$ cat src/hdl/pidaw_pkg.sv
// Types, constants and saturation helpers for the anti-windup PID controller.
// No dependencies.
package pidaw_pkg;

    localparam int SAMPLE_WIDTH      = 16;
    localparam int FRAC_BITS_DEFAULT = 16;
    localparam int ALPHA_BITS        = 16;
    localparam int REG_ADDR_WIDTH    = 3;
    localparam int CFG_DATA_WIDTH    = 32;
    localparam int FILT_WIDTH        = 40;
    localparam int MUL_WIDTH         = 33;

    localparam logic [ALPHA_BITS:0]   ALPHA_ONE     = 17'd65536;
    localparam logic signed [15:0]    DRIVE_MIN_RST = -16'sd32768;
    localparam logic signed [15:0]    DRIVE_MAX_RST = 16'sd32767;
    localparam logic signed [31:0]    ACCUM_MIN_RST = 32'sh8000_0000;
    localparam logic signed [31:0]    ACCUM_MAX_RST = 32'sh7FFF_FFFF;

    localparam logic signed [63:0] FILT_MAX = (64'sd1 <<< (FILT_WIDTH - 1)) - 64'sd1;
    localparam logic signed [63:0] FILT_MIN = -(64'sd1 <<< (FILT_WIDTH - 1));
    localparam logic signed [63:0] TERM_LIM = 64'sd1 <<< 61;
    localparam logic signed [32:0] WORD_MAX = 33'sh0_7FFF_FFFF;
    localparam logic signed [32:0] WORD_MIN = -33'sh0_8000_0000;

    typedef enum logic [REG_ADDR_WIDTH-1:0] {
        REG_PROP_GAIN,
        REG_INT_GAIN,
        REG_DERIV_GAIN,
        REG_DERIV_ALPHA,
        REG_DRIVE_MIN,
        REG_DRIVE_MAX,
        REG_ACCUM_MIN,
        REG_ACCUM_MAX
    } reg_idx_t;

    typedef enum logic [3:0] {
        ST_IDLE,
        ST_PREP,
        ST_FILT_HI,
        ST_FILT_LO,
        ST_FILT_ADD,
        ST_DER_HI,
        ST_DER_LO,
        ST_PROP,
        ST_INT_CAND,
        ST_INT_FLAG,
        ST_INT_MUL,
        ST_ROUND,
        ST_FIN
    } step_t;

    typedef struct packed {
        logic signed [SAMPLE_WIDTH-1:0] measured;
        logic signed [SAMPLE_WIDTH-1:0] target;
        logic                           clear_state;
    } in_item_t;

    typedef struct packed {
        logic signed [SAMPLE_WIDTH-1:0] drive;
        logic                           sat_high;
        logic                           sat_low;
        logic                           integrated;
        logic                           status;
    } out_item_t;

    typedef struct packed {
        logic signed [31:0]     prop_gain;
        logic signed [31:0]     int_gain;
        logic signed [31:0]     deriv_gain;
        logic [ALPHA_BITS:0]    deriv_alpha;
        logic signed [15:0]     drive_min;
        logic signed [15:0]     drive_max;
        logic signed [31:0]     accum_min;
        logic signed [31:0]     accum_max;
        logic                   bad;
    } cfg_t;

    typedef struct packed {
        step_t step;
        logic  load;
    } dp_ctrl_t;

    function automatic logic signed [FILT_WIDTH-1:0] sat_filt(input logic signed [63:0] x);
        if (x > FILT_MAX)
            return FILT_MAX[FILT_WIDTH-1:0];
        else if (x < FILT_MIN)
            return FILT_MIN[FILT_WIDTH-1:0];
        else
            return x[FILT_WIDTH-1:0];
    endfunction

    function automatic logic signed [63:0] sat_term(input logic signed [63:0] x);
        if (x > TERM_LIM)
            return TERM_LIM;
        else if (x < -TERM_LIM)
            return -TERM_LIM;
        else
            return x;
    endfunction

    function automatic logic signed [31:0] sat_word(input logic signed [32:0] x);
        if (x > WORD_MAX)
            return WORD_MAX[31:0];
        else if (x < WORD_MIN)
            return WORD_MIN[31:0];
        else
            return x[31:0];
    endfunction

endpackage

$ cat src/hdl/pidaw_regs.sv
// Configuration register file and limit check for the PID controller.
// Depends on pidaw_pkg.
module pidaw_regs (
    input  logic                                    clk,
    input  logic                                    rst_n,
    input  logic                                    cfg_wr,
    input  logic [pidaw_pkg::REG_ADDR_WIDTH-1:0]    cfg_addr,
    input  logic [pidaw_pkg::CFG_DATA_WIDTH-1:0]    cfg_data,
    output pidaw_pkg::cfg_t                         cfg
);
    import pidaw_pkg::*;

    logic signed [31:0]  prop_gain_reg;
    logic signed [31:0]  int_gain_reg;
    logic signed [31:0]  deriv_gain_reg;
    logic [ALPHA_BITS:0] deriv_alpha_reg;
    logic signed [15:0]  drive_min_reg;
    logic signed [15:0]  drive_max_reg;
    logic signed [31:0]  accum_min_reg;
    logic signed [31:0]  accum_max_reg;

    always_ff @(posedge clk or negedge rst_n)
    begin
        if (!rst_n)
        begin
            prop_gain_reg   <= '0;
            int_gain_reg    <= '0;
            deriv_gain_reg  <= '0;
            deriv_alpha_reg <= ALPHA_ONE;
            drive_min_reg   <= DRIVE_MIN_RST;
            drive_max_reg   <= DRIVE_MAX_RST;
            accum_min_reg   <= ACCUM_MIN_RST;
            accum_max_reg   <= ACCUM_MAX_RST;
        end
        else if (cfg_wr)
        begin
            case (reg_idx_t'(cfg_addr))
                REG_PROP_GAIN:   prop_gain_reg   <= cfg_data[31:0];
                REG_INT_GAIN:    int_gain_reg    <= cfg_data[31:0];
                REG_DERIV_GAIN:  deriv_gain_reg  <= cfg_data[31:0];
                REG_DERIV_ALPHA: deriv_alpha_reg <= cfg_data[ALPHA_BITS:0];
                REG_DRIVE_MIN:   drive_min_reg   <= cfg_data[15:0];
                REG_DRIVE_MAX:   drive_max_reg   <= cfg_data[15:0];
                REG_ACCUM_MIN:   accum_min_reg   <= cfg_data[31:0];
                REG_ACCUM_MAX:   accum_max_reg   <= cfg_data[31:0];
                default:         ;
            endcase
        end
    end

    always_comb
    begin
        cfg.prop_gain   = prop_gain_reg;
        cfg.int_gain    = int_gain_reg;
        cfg.deriv_gain  = deriv_gain_reg;
        cfg.deriv_alpha = deriv_alpha_reg;
        cfg.drive_min   = drive_min_reg;
        cfg.drive_max   = drive_max_reg;
        cfg.accum_min   = accum_min_reg;
        cfg.accum_max   = accum_max_reg;
        cfg.bad         = (drive_min_reg >= drive_max_reg) || (accum_min_reg >= accum_max_reg);
    end

endmodule

$ cat src/hdl/pidaw_datapath.sv
// Datapath of the PID controller: one shared 33x33 multiplier, accumulators
// and the controller state. Sequenced by the top level. Depends on pidaw_pkg.
module pidaw_datapath #(
    parameter int GAIN_FRAC_BITS = pidaw_pkg::FRAC_BITS_DEFAULT
) (
    input  logic                  clk,
    input  logic                  rst_n,
    input  pidaw_pkg::dp_ctrl_t   ctrl,
    input  pidaw_pkg::in_item_t   in_item,
    input  pidaw_pkg::cfg_t       cfg,
    output pidaw_pkg::out_item_t  result
);
    import pidaw_pkg::*;

    localparam int SW = SAMPLE_WIDTH;
    localparam logic signed [63:0] HALF_LSB = 64'sd1 <<< (GAIN_FRAC_BITS - 1);

    // controller state
    logic signed [31:0]           error_sum_reg;
    logic signed [SW-1:0]         last_measured_reg;
    logic signed [FILT_WIDTH-1:0] filt_reg;

    // per-sample working registers
    logic signed [SW-1:0]         measured_reg;
    logic signed [SW-1:0]         target_reg;
    logic signed [31:0]           err_reg;
    logic signed [FILT_WIDTH:0]   diff_reg;
    logic signed [31:0]           cand_reg;
    logic signed [63:0]           prod_reg;
    logic signed [63:0]           acc_reg;
    logic signed [63:0]           pd_reg;
    logic                         high_reg;
    logic                         low_reg;
    logic                         allow_reg;
    out_item_t                    res_reg;

    logic [ALPHA_BITS:0]          alpha_c;
    logic signed [SW:0]           meas_delta;
    logic signed [FILT_WIDTH-1:0] raw_w;
    logic signed [31:0]           err_w;
    logic signed [32:0]           sum_w;
    logic signed [31:0]           cand_w;
    logic signed [FILT_WIDTH:0]   diff_w;
    logic signed [24:0]           diff_hi;
    logic signed [23:0]           filt_hi;
    logic signed [63:0]           filt_sum;
    logic signed [63:0]           term_w;
    logic signed [63:0]           total_w;
    logic signed [63:0]           hi_q;
    logic signed [63:0]           lo_q;
    logic                         high_w;
    logic                         low_w;
    logic                         allow_w;
    logic signed [63:0]           out_q;
    logic signed [63:0]           drive_w;
    logic signed [MUL_WIDTH-1:0]  mul_a;
    logic signed [MUL_WIDTH-1:0]  mul_b;
    logic signed [2*MUL_WIDTH-1:0] prod_w;

    always_comb
    begin
        alpha_c    = (cfg.deriv_alpha > ALPHA_ONE) ? ALPHA_ONE : cfg.deriv_alpha;
        meas_delta = (SW+1)'(last_measured_reg) - (SW+1)'(measured_reg);
        raw_w      = sat_filt(64'(meas_delta) <<< ALPHA_BITS);
        err_w      = sat_word(33'(target_reg) - 33'(measured_reg));
        sum_w      = 33'(error_sum_reg) + 33'(err_w);
        if (sum_w > 33'($signed(cfg.accum_max)))
            cand_w = cfg.accum_max;
        else if (sum_w < 33'($signed(cfg.accum_min)))
            cand_w = cfg.accum_min;
        else
            cand_w = sum_w[31:0];
        diff_w  = (FILT_WIDTH+1)'(raw_w) - (FILT_WIDTH+1)'(filt_reg);
        diff_hi = diff_reg[FILT_WIDTH:ALPHA_BITS];
        filt_hi = filt_reg[FILT_WIDTH-1:ALPHA_BITS];

        filt_sum = acc_reg + (prod_reg >>> ALPHA_BITS) + 64'(filt_reg);
        term_w   = sat_term(prod_reg);
        total_w  = pd_reg + term_w;
        hi_q     = 64'($signed(cfg.drive_max)) <<< GAIN_FRAC_BITS;
        lo_q     = 64'($signed(cfg.drive_min)) <<< GAIN_FRAC_BITS;
        high_w   = total_w > hi_q;
        low_w    = total_w < lo_q;
        allow_w  = (!high_w && !low_w) || (high_w && (err_reg < 0)) || (low_w && (err_reg > 0));
        if (total_w > hi_q)
            out_q = hi_q;
        else if (total_w < lo_q)
            out_q = lo_q;
        else
            out_q = total_w;
        drive_w = (out_q + HALF_LSB) >>> GAIN_FRAC_BITS;

        mul_a = '0;
        mul_b = '0;
        case (ctrl.step)
            ST_FILT_HI:
            begin
                mul_a = MUL_WIDTH'($signed({1'b0, alpha_c}));
                mul_b = MUL_WIDTH'(diff_hi);
            end
            ST_FILT_LO:
            begin
                mul_a = MUL_WIDTH'($signed({1'b0, alpha_c}));
                mul_b = MUL_WIDTH'($signed({1'b0, diff_reg[ALPHA_BITS-1:0]}));
            end
            ST_DER_HI:
            begin
                mul_a = MUL_WIDTH'($signed(cfg.deriv_gain));
                mul_b = MUL_WIDTH'(filt_hi);
            end
            ST_DER_LO:
            begin
                mul_a = MUL_WIDTH'($signed(cfg.deriv_gain));
                mul_b = MUL_WIDTH'($signed({1'b0, filt_reg[ALPHA_BITS-1:0]}));
            end
            ST_PROP:
            begin
                mul_a = MUL_WIDTH'($signed(cfg.prop_gain));
                mul_b = MUL_WIDTH'(err_reg);
            end
            ST_INT_CAND:
            begin
                mul_a = MUL_WIDTH'($signed(cfg.int_gain));
                mul_b = MUL_WIDTH'(cand_reg);
            end
            ST_INT_MUL:
            begin
                mul_a = MUL_WIDTH'($signed(cfg.int_gain));
                mul_b = MUL_WIDTH'(error_sum_reg);
            end
            default:
            begin
                mul_a = '0;
                mul_b = '0;
            end
        endcase
        prod_w = mul_a * mul_b;
    end

    // state: cleared on reset and by a clear sample
    always_ff @(posedge clk or negedge rst_n)
    begin
        if (!rst_n)
        begin
            error_sum_reg     <= '0;
            last_measured_reg <= '0;
            filt_reg          <= '0;
        end
        else if (ctrl.load && in_item.clear_state)
        begin
            error_sum_reg     <= '0;
            last_measured_reg <= '0;
            filt_reg          <= '0;
        end
        else
        begin
            case (ctrl.step)
                ST_FILT_ADD: filt_reg <= sat_filt(filt_sum);
                ST_INT_FLAG:
                begin
                    if (allow_w)
                        error_sum_reg <= cand_reg;
                end
                ST_ROUND:    last_measured_reg <= measured_reg;
                default:     ;
            endcase
        end
    end

    always_ff @(posedge clk)
    begin
        prod_reg <= prod_w[63:0];
        if (ctrl.load)
        begin
            measured_reg       <= in_item.measured;
            target_reg         <= in_item.target;
            res_reg.drive      <= '0;
            res_reg.sat_high   <= 1'b0;
            res_reg.sat_low    <= 1'b0;
            res_reg.integrated <= 1'b0;
            res_reg.status     <= cfg.bad;
        end
        case (ctrl.step)
            ST_PREP:
            begin
                err_reg  <= err_w;
                diff_reg <= diff_w;
                cand_reg <= cand_w;
            end
            ST_FILT_LO:  acc_reg <= prod_reg;
            ST_DER_LO:   acc_reg <= prod_reg;
            ST_PROP:     acc_reg <= sat_term(acc_reg + (prod_reg >>> ALPHA_BITS));
            ST_INT_CAND: pd_reg  <= acc_reg + term_w;
            ST_INT_FLAG:
            begin
                high_reg  <= high_w;
                low_reg   <= low_w;
                allow_reg <= allow_w;
            end
            ST_ROUND:
            begin
                res_reg.drive      <= drive_w[SW-1:0];
                res_reg.sat_high   <= high_reg;
                res_reg.sat_low    <= low_reg;
                res_reg.integrated <= allow_reg;
                res_reg.status     <= 1'b0;
            end
            default: ;
        endcase
    end

    assign result = res_reg;

endmodule

$ cat src/hdl/pid_controller_antiwindup.sv
// Top level of the anti-windup PID controller: handshake, step sequencer,
// output register. Depends on pidaw_pkg, pidaw_regs and pidaw_datapath.
//
// One sample in, one drive value out. A normal sample keeps the block busy
// (in_stall high) from its input transfer until it is back in idle: the seven
// products of the step (filter update, derivative, proportional, candidate
// and final integral terms) go one after another through a single shared
// 33x33 multiplier, with adds, saturation and the clamp and rounding between
// them. A clear sample, or any sample while the limits are invalid, goes
// straight to the last step. The result sits in an output register, so a new
// sample is taken while an earlier result still waits; a finished result then
// waits at the last step until the output register is free. Configuration
// writes take effect at once and are meant for idle periods only.
module pid_controller_antiwindup #(
    parameter int GAIN_FRAC_BITS = pidaw_pkg::FRAC_BITS_DEFAULT
) (
    input  logic                                    clk,
    input  logic                                    rst_n,
    input  logic                                    cfg_wr,
    input  logic [pidaw_pkg::REG_ADDR_WIDTH-1:0]    cfg_addr,
    input  logic [pidaw_pkg::CFG_DATA_WIDTH-1:0]    cfg_data,
    input  logic                                    in_valid,
    output logic                                    in_stall,
    input  pidaw_pkg::in_item_t                     in_data,
    output logic                                    out_valid,
    input  logic                                    out_stall,
    output pidaw_pkg::out_item_t                    out_data
);
    import pidaw_pkg::*;

    cfg_t      cfg;
    dp_ctrl_t  ctrl;
    out_item_t result;
    step_t     step_reg;
    step_t     step_next;
    logic      out_valid_reg;
    out_item_t out_data_reg;
    logic      out_free;

    pidaw_regs u_regs (
        .clk      (clk),
        .rst_n    (rst_n),
        .cfg_wr   (cfg_wr),
        .cfg_addr (cfg_addr),
        .cfg_data (cfg_data),
        .cfg      (cfg)
    );

    pidaw_datapath #(
        .GAIN_FRAC_BITS (GAIN_FRAC_BITS)
    ) u_datapath (
        .clk     (clk),
        .rst_n   (rst_n),
        .ctrl    (ctrl),
        .in_item (in_data),
        .cfg     (cfg),
        .result  (result)
    );

    assign out_free = !out_valid_reg || !out_stall;

    always_ff @(posedge clk or negedge rst_n)
    begin
        if (!rst_n)
            step_reg <= ST_IDLE;
        else
            step_reg <= step_next;
    end

    always_comb
    begin
        step_next = step_reg;
        ctrl.load = 1'b0;
        ctrl.step = step_reg;
        case (step_reg)
            ST_IDLE:
            begin
                if (in_valid)
                begin
                    ctrl.load = 1'b1;
                    step_next = (in_data.clear_state || cfg.bad) ? ST_FIN : ST_PREP;
                end
            end
            ST_PREP:     step_next = ST_FILT_HI;
            ST_FILT_HI:  step_next = ST_FILT_LO;
            ST_FILT_LO:  step_next = ST_FILT_ADD;
            ST_FILT_ADD: step_next = ST_DER_HI;
            ST_DER_HI:   step_next = ST_DER_LO;
            ST_DER_LO:   step_next = ST_PROP;
            ST_PROP:     step_next = ST_INT_CAND;
            ST_INT_CAND: step_next = ST_INT_FLAG;
            ST_INT_FLAG: step_next = ST_INT_MUL;
            ST_INT_MUL:  step_next = ST_ROUND;
            ST_ROUND:    step_next = ST_FIN;
            ST_FIN:
            begin
                if (out_free)
                    step_next = ST_IDLE;
            end
            default:     step_next = ST_IDLE;
        endcase
    end

    always_ff @(posedge clk or negedge rst_n)
    begin
        if (!rst_n)
            out_valid_reg <= 1'b0;
        else if (step_reg == ST_FIN && out_free)
            out_valid_reg <= 1'b1;
        else if (!out_stall)
            out_valid_reg <= 1'b0;
    end

    always_ff @(posedge clk)
    begin
        if (step_reg == ST_FIN && out_free)
            out_data_reg <= result;
    end

    assign in_stall  = (step_reg != ST_IDLE);
    assign out_valid = out_valid_reg;
    assign out_data  = out_data_reg;

endmodule

$ cat config.mk
export PLATFORM = sky130hd
export DESIGN_NAME = pid_controller_antiwindup
export DESIGN_NICKNAME = d
export VERILOG_FILES = /design/src/hdl/pidaw_pkg.sv /design/src/hdl/pidaw_regs.sv /design/src/hdl/pidaw_datapath.sv /design/src/hdl/pid_controller_antiwindup.sv
export SDC_FILE = /design/constraint.sdc
export NUM_CORES = 2
export LEC_CHECK = 0
export ABC_CLOCK_PERIOD_IN_PS = 27600
export BUFFER_PORTS_ARGS = -buffer_cell sky130_fd_sc_hd__buf_4
export CAP_MARGIN = 20
export CELL_PAD_IN_SITES_DETAIL_PLACEMENT = 0
export CELL_PAD_IN_SITES_GLOBAL_PLACEMENT = 1
export CORE_MARGIN = 5
export CORE_UTILIZATION = 56
export DETAILED_ROUTE_END_ITERATION = 6
export PLACE_DENSITY = 0.92
export SYNTH_ARGS = -nofsm -noshare
export SYNTH_HDL_FRONTEND = slang
export SYNTH_SLANG_ARGS = --single-unit
$ cat constraint.sdc
create_clock -name clk -period 27.6 [get_ports clk]
set_clock_uncertainty 0.1 [all_clocks]
set_input_delay 2.76 -clock clk [delete_from_list [all_inputs] [get_ports clk]]
set_output_delay 2.76 -clock clk [all_outputs]
set_load 0.02 [all_outputs]
# Yosys cells after proc, flatten, opt, wreduce, memory -nomap -nowiden
# Cells that the tools add are included.
[classes]
n_lt_le_gt_ge = 19
n_mul = 1
addsub = 9
mux = 35
reduce_logical = 37
eq_ne = 22
[ops]
columns = ["operator", "n"]
rows = [
  ["two-way mux 32 bit", 9],
  ["two-way mux 64 bit", 4],
  ["two-way mux 40 bit", 6],
  ["case mux 33 bit (7 select lines)", 1],
  ["case mux 33 bit (4 select lines)", 1],
  ["adder 64 bit", 2],
  ["greater-than comparator 64 x 63 -> 1 bit, second input constant", 2],
  ["less-than comparator 64 x 62 -> 1 bit, second input constant", 2],
  ["case mux 64 bit (2 select lines)", 1],
  ["adder 64 x 40 -> 64 bit", 1],
  ["adder 64 x 48 -> 64 bit", 1],
  ["greater-than comparator 64 x 32 -> 1 bit", 1],
  ["greater-than comparator 64 x 40 -> 1 bit, second input constant", 1],
  ["less-than comparator 64 x 32 -> 1 bit", 1],
  ["less-than comparator 64 x 40 -> 1 bit, second input constant", 1],
  ["multiplier 33 x 33 -> 64 bit", 1],
  ["case mux 4 bit (13 select lines)", 1],
  ["subtractor 40 x 40 -> 41 bit", 1],
  ["greater-than comparator 33 x 40 -> 1 bit, second input constant", 1],
  ["less-than comparator 33 x 40 -> 1 bit, second input constant", 1],
  ["two-way mux 20 bit", 2],
  ["subtractor 16 x 16 -> 17 bit", 2],
  ["adder 32 x 32 -> 33 bit", 1],
  ["greater-than comparator 33 x 32 -> 1 bit", 1],
  ["other kinds (31)", 78],
]
[totals]
inputBits = 73
out_inout_bits = 22
reg_bits = 674
elab_cells = 157

# Logic depth before layout (Yosys ltp)
[depth]
ltp_word = 12
depth_mapped = 42
depth_no_buf = 41

# By module
# Synthesis repeated with hierarchy kept, for this count alone.
[hier_totals]
hier_cells = 9382
area_unflattened_um2 = 86729.4
[modules_own_cells]
columns = ["mod", "cells_per_inst", "n_inst", "seq_area_each_um2", "area_per_inst_um2"]
rows = [
  ["pidaw_datapath", 8718, 1, 11701.2, 76819.9],
  ["pidaw_regs", 615, 1, 5291.3, 9018.6],
  ["pid_controller_antiwindup", 49, 1, 725.7, 890.9],
]

# Worst setup path after synthesis
# Ideal clock, no wire load.
[synth_timing]
kind = "register -> register"
startpoint = "register step_reg[3]"
endpoint = "register u_datapath.prod_reg[63]"
period_less_slack_ps = 11695
stages_incl_launch_ff = 37
required_ps = 27428
t_arrival_ps = 11523
setup_ps = 72
slack_ps = 15905
n_path_buf = 4
path_cell_list = "dfrtp_1 > clkbuf_1 > nand2b_1 > nor3_1 > clkbuf_1 > clkbuf_1 > a22oi_1 > nand3_1 > clkbuf_1 > nand2_1 > fa_1 > inv_1 > fa_1 > inv_1 > fa_1 > inv_1 > fa_1 > inv_1 > fa_1 > fa_1 > inv_1 > fa_1 > inv_1 > fa_1 > inv_1 > ha_1 > nor2b_1 > o21ai_0 > nand2b_1 > a21oi_1 > nor2_1 > a211oi_1 > a211oi_1 > o221ai_1 > o21bai_1 > a21oi_1 > xnor2_1"
[synth_between]
elab_chain_len = 4
word_cells_on_any_way = 13
cone_classes = "1 x mul; 7 x eq/ne; 2 x mux; 3 x reduce/logical"
[synth_lines]
columns = ["item", "line_no", "rtl"]
rows = [
  ["from (decl)", "pid_controller_antiwindup.sv:34", "step_t step_reg;"],
  ["from (signal assigned)", "pid_controller_antiwindup.sv:67", "step_reg <= step_next;"],
  ["== test 4 bit, or another cell as far along", "pidaw_datapath.sv:95", "case (ctrl.step)"],
  ["OR reduction 2 bit (no source line)", "n/a", ""],
  ["case mux 33 bit (4 select lines)", "pidaw_datapath.sv:95", ""],
  ["multiplier 33 x 33 -> 64 bit (*)", "pidaw_datapath.sv:137", "prod_w = mul_a * mul_b;"],
  ["net u_datapath.prod_w[63]", "pidaw_datapath.sv:58", "logic signed [2*MUL_WIDTH-1:0] prod_w;"],
  ["to (signal assigned)", "pidaw_datapath.sv:172", "prod_reg <= prod_w[63:0];"],
  ["to (decl)", "pidaw_datapath.sv:29", "logic signed [63:0] prod_reg;"],
]
# Mark *: on every way through the listed nets, which the timed path passes. The rest lies on a longest branch.
# A chain may end at the register's enable or synchronous reset.

# Worst setup path after layout
[layout_timing]
startpoint = "register step_reg[2]"
endpoint = "register u_datapath.prod_reg[63]"
# The elaborated chain is that of the path after synthesis.

==> impl_results.md <==
- Status: complete, but fails checks
- Failing checks: design-rule violations
- Vias per Instance: roughly 6.3
- Root buffer selected by CTS: sky130_fd_sc_hd__clkbuf_16
- Worst min-delay path category: flop to flop
- Final total negative setup slack: 0 ps
- Actual slew at the worst max-slew pin: approximately 1300 ps
- Final Slew Violations: 0
- Clock insertion delay at the later pin of the skew report: around 690 ps
- Clock input transition at the sequential cells of the worst setup and hold paths: ~70 ps
- Multiplexer share of the synthesized area: roughly 3.3%
- Setup repair after global routing missed its margin: no
- Fraction of layout instances using a drive strength above 1: under 10%
- Die span in x: roughly 400 um
- CP max FO: a little under 50
- Yosys warning total: 0
- Async set or reset register ratio after synthesis: a little under half
- Worst Setup Start Kind: flop
- Synthesized net count: 11293
- Slew margin rel.: about 15%
- Total wire length after detailed routing: 306000 um
- Mapped Avg Cell Area: between 9 and 10 um2
- Post-route fraction of the period consumed by the critical path: between 40% and 50%
- Row count: 144
- Maximum root-to-sink buffer count: 3
- Number of cells produced by synthesis: 9344
- Number of antenna violations at the first check in global routing: 33
- Global placer's final weighted congestion: between 1 and 1.5
- Hold violation total from the final report: 0
- Global-route wire length before repair: 458800 um
- Total number of clock tree sinks: ~660
- Max Freq: about 80 MHz
- Slowest stage cell, crit path: sky130_fd_sc_hd__a221o_1
- Drt first-iter violations: a little over 8000
- Adder-cell share of the synthesized area: between 30% and 40%
- Type of the setup path with the least slack: flop to flop
- Final Net Count: 11269
- Post-DP HPWL: approximately 240000 um
- Io pins: 95
- Number of different library cells in the post-synthesis netlist: 97
- Hold-fix buffers, CTS: 0
- Post-CTS Setup Repair Bufs: 0
- TritonCTS Buffers: 72
- Quantity of I/O buffers inserted on ports: 94
- CTS tree: done
- Die extent in y: 402.6 um
- Area Growth Syn to Fin: 7.272%
- Avg WL per Cell: approximately 27 um
- Number of synthesized flops with an enable pin: around 290
- Combinational family with the most area after synthesis: adder cells
- Register area share after synthesis: 20.50%
- CP Data Arrival Time: roughly 13000 ps
- Area of the die: ~160000 um2
- Global-route usage over all layers: about 37%
- Synthesis-stage register bit count: around 660
- Post-Synth XOR/XNOR Area: between 3 and 4%
- Level count of the clock H-tree: 3
- CP most frequent cell: sky130_fd_sc_hd__fa_1
- Stage delay of the slowest cell on the critical path: around 850 ps
- Residual overflow from global routing: 0
- Cell area after technology mapping: between 80000 and 90000 um2
- Core Area: 153700 um2
- DR DRC count: 10
- Via count of the first global-routing pass: between 70000 and 80000
- Initial standard-cell utilization of the core: 56.15%
- Number of iterations in the first detailed-routing pass: 7
- Number of antenna-violating nets in the routed design: 0
- Element type at the critical path end: flop
- Fraction of the mapped netlist area in compound gates: 13.81%
- Most instantiated flip-flop cell in the synthesis netlist: sky130_fd_sc_hd__edfxtp_1
- Count of max-cap constraint violations: 0
- Final period demand of the worst path: ~12000 ps
- Simple-gate area share of the yosys netlist: 14.01%
- Final setup violation count: 0
- Req. time, crit path: between 20000 and 30000 ps
- Number of gates resized after CTS: 0
- Vias post-DR: around 73000
- Largest net degree at the start of global routing: around 110
==> stage by stage <==
stage	setup WS, ps	util [%]	hold slack [ps]	area, um2	cells
finish	15160	60.24	320.4	92580	11445
global route	14690	60.20	337.4	92530	11425
CTS	15410	60.15	322.5	92440	11419
detailed placement	15410	58.47	312.4	89850	11285
global placement	15030	58.34	310.6	89660	11267
floorplan	15900	-	300.3	86300	9344
==> layout make-up <==
class                      instances  area [um2]
clock buffer                      98        2066
antenna                           21       52.55
timing repair buffer             276        2170
multi-input combinational       6924       62310
clock inverter                    36       519.2
inverter                        1387        5209
tap                             2044        2557
sequential                       659       17690
fill                           13221       61110
==> synthesized netlist by cell type (27+ instances only) <==
library cell               number  area share, %
sky130_fd_sc_hd__a211oi_1      52           0.45
sky130_fd_sc_hd__a21boi_0      27           0.23
sky130_fd_sc_hd__a21o_1       261            2.3
sky130_fd_sc_hd__a21oi_1      473            2.7
sky130_fd_sc_hd__a221o_1       65           0.75
sky130_fd_sc_hd__a221oi_1      40           0.41
sky130_fd_sc_hd__a22oi_1       61           0.53
sky130_fd_sc_hd__a31oi_1       45           0.33
sky130_fd_sc_hd__a32o_1        55           0.64
sky130_fd_sc_hd__and2_1       123           0.89
sky130_fd_sc_hd__and3_1        55           0.40
sky130_fd_sc_hd__clkbuf_1     352            1.5
sky130_fd_sc_hd__dfrtp_1      253            7.3
sky130_fd_sc_hd__dfstp_2       49            1.5
sky130_fd_sc_hd__dfxtp_1       65            1.5
sky130_fd_sc_hd__edfxtp_1     292             10
sky130_fd_sc_hd__fa_1        1112             26
sky130_fd_sc_hd__ha_1         764             11
sky130_fd_sc_hd__inv_1       1386            6.0
sky130_fd_sc_hd__mux2_2       205            2.7
sky130_fd_sc_hd__mux2i_1       47           0.55
sky130_fd_sc_hd__nand2_1     1135            4.9
sky130_fd_sc_hd__nand2b_1      68           0.49
sky130_fd_sc_hd__nand3_1      124           0.72
sky130_fd_sc_hd__nand4_1      109           0.79
sky130_fd_sc_hd__nor2_1       667            2.9
sky130_fd_sc_hd__nor2b_1       73           0.53
sky130_fd_sc_hd__nor3_1        91           0.53
sky130_fd_sc_hd__nor4_1        53           0.38
sky130_fd_sc_hd__o211ai_1      36           0.31
sky130_fd_sc_hd__o21a_1        83           0.72
sky130_fd_sc_hd__o21ai_0      280            1.6
sky130_fd_sc_hd__o21bai_1      74           0.64
sky130_fd_sc_hd__or3_1         29           0.21
sky130_fd_sc_hd__xnor2_1      252            2.6
sky130_fd_sc_hd__xor2_1       120            1.2
==> cells by family after synthesis <==
| group | count (synthesis) |
|---|---|
| multiplexers | 259 |
| AO/OA/AOI/OAI | 1760 |
| adder cells (fa/ha/maj) | 1876 |
| AND/OR/NAND/NOR | 2656 |
| flip-flops | 659 |
| buffers and inverters | 1761 |
| XOR/XNOR | 373 |
==> cell usage in the layout, fill, tap and decap left out, drive strengths merged, types with 23 or more instances in the layout <==
cell,Yosys,layout
and4,25,25
a221oi,40,40
fa,1112,1112
a221o,65,65
and3,55,55
nor4,56,56
o21a,83,83
nor2b,73,73
o31ai,23,23
mux2,210,210
o21ai,286,286
a211oi,53,53
a21o,261,261
nand3,127,127
o211ai,36,36
or3,29,29
a21boi,27,27
mux2i,49,49
o21bai,74,74
buf,22,275
dfxtp,65,65
xor2,120,120
dfstp,49,49
xnor2,252,252
edfxtp,292,292
and2,130,130
nand2,1135,1135
a21oi,473,473
nor2,667,667
nand4,109,109
nand2b,68,68
inv,1387,1394
clkbuf,352,99
ha,764,764
a22oi,61,61
dfrtp,253,253
a31oi,46,46
a32o,55,55
nor3,91,91
==> layer usage <==
layer	GRT usage, %	routed length [um]	vias up
li1	-	-	31314
met1	48.87	116400	36055
met2	56.33	132600	4327
met3	10.95	36930	932
met4	20.04	19920	22
met5	0	144	-
==> final timing paths <==
check / from / end / slack (ps) / cells after the start
setup / recovery: step_reg[2]$_DFFE_PN0P_ / u_datapath.prod_reg[63]$_DFF_P_ / 15160 / 34
hold / removal: u_datapath.result[12]$_DFFE_PP_ / out_data[12]$_DFFE_PP_ / 320 / 0
setup reg to reg: step_reg[2]$_DFFE_PN0P_ / u_datapath.prod_reg[63]$_DFF_P_ / 15160 / 34
hold reg to reg: u_datapath.result[12]$_DFFE_PP_ / out_data[12]$_DFFE_PP_ / 320 / 0
max in group asynchronous: rst_n / u_datapath.filt_reg[10]$_DFFE_PN0P_ / 23730 / 2
min in group asynchronous: rst_n / u_regs.accum_min_reg[10]$_DFFE_PN0P_ / 1960 / 1
==> worst max-delay path: cells and delay by family, from the launching register on <==
kind | cells | cell delay, ps
buffers and inverters | 7 | 1050
adder cells (fa/ha/maj) | 9 | 4320
AND/OR/NAND/NOR | 4 | 1000
flip-flops | 1 | 690
XOR/XNOR | 1 | 300
AO/OA/AOI/OAI | 13 | 4650
Power is not shown: default switching activity piles up to over one toggle a cycle in this logic, so the estimate is an artifact.
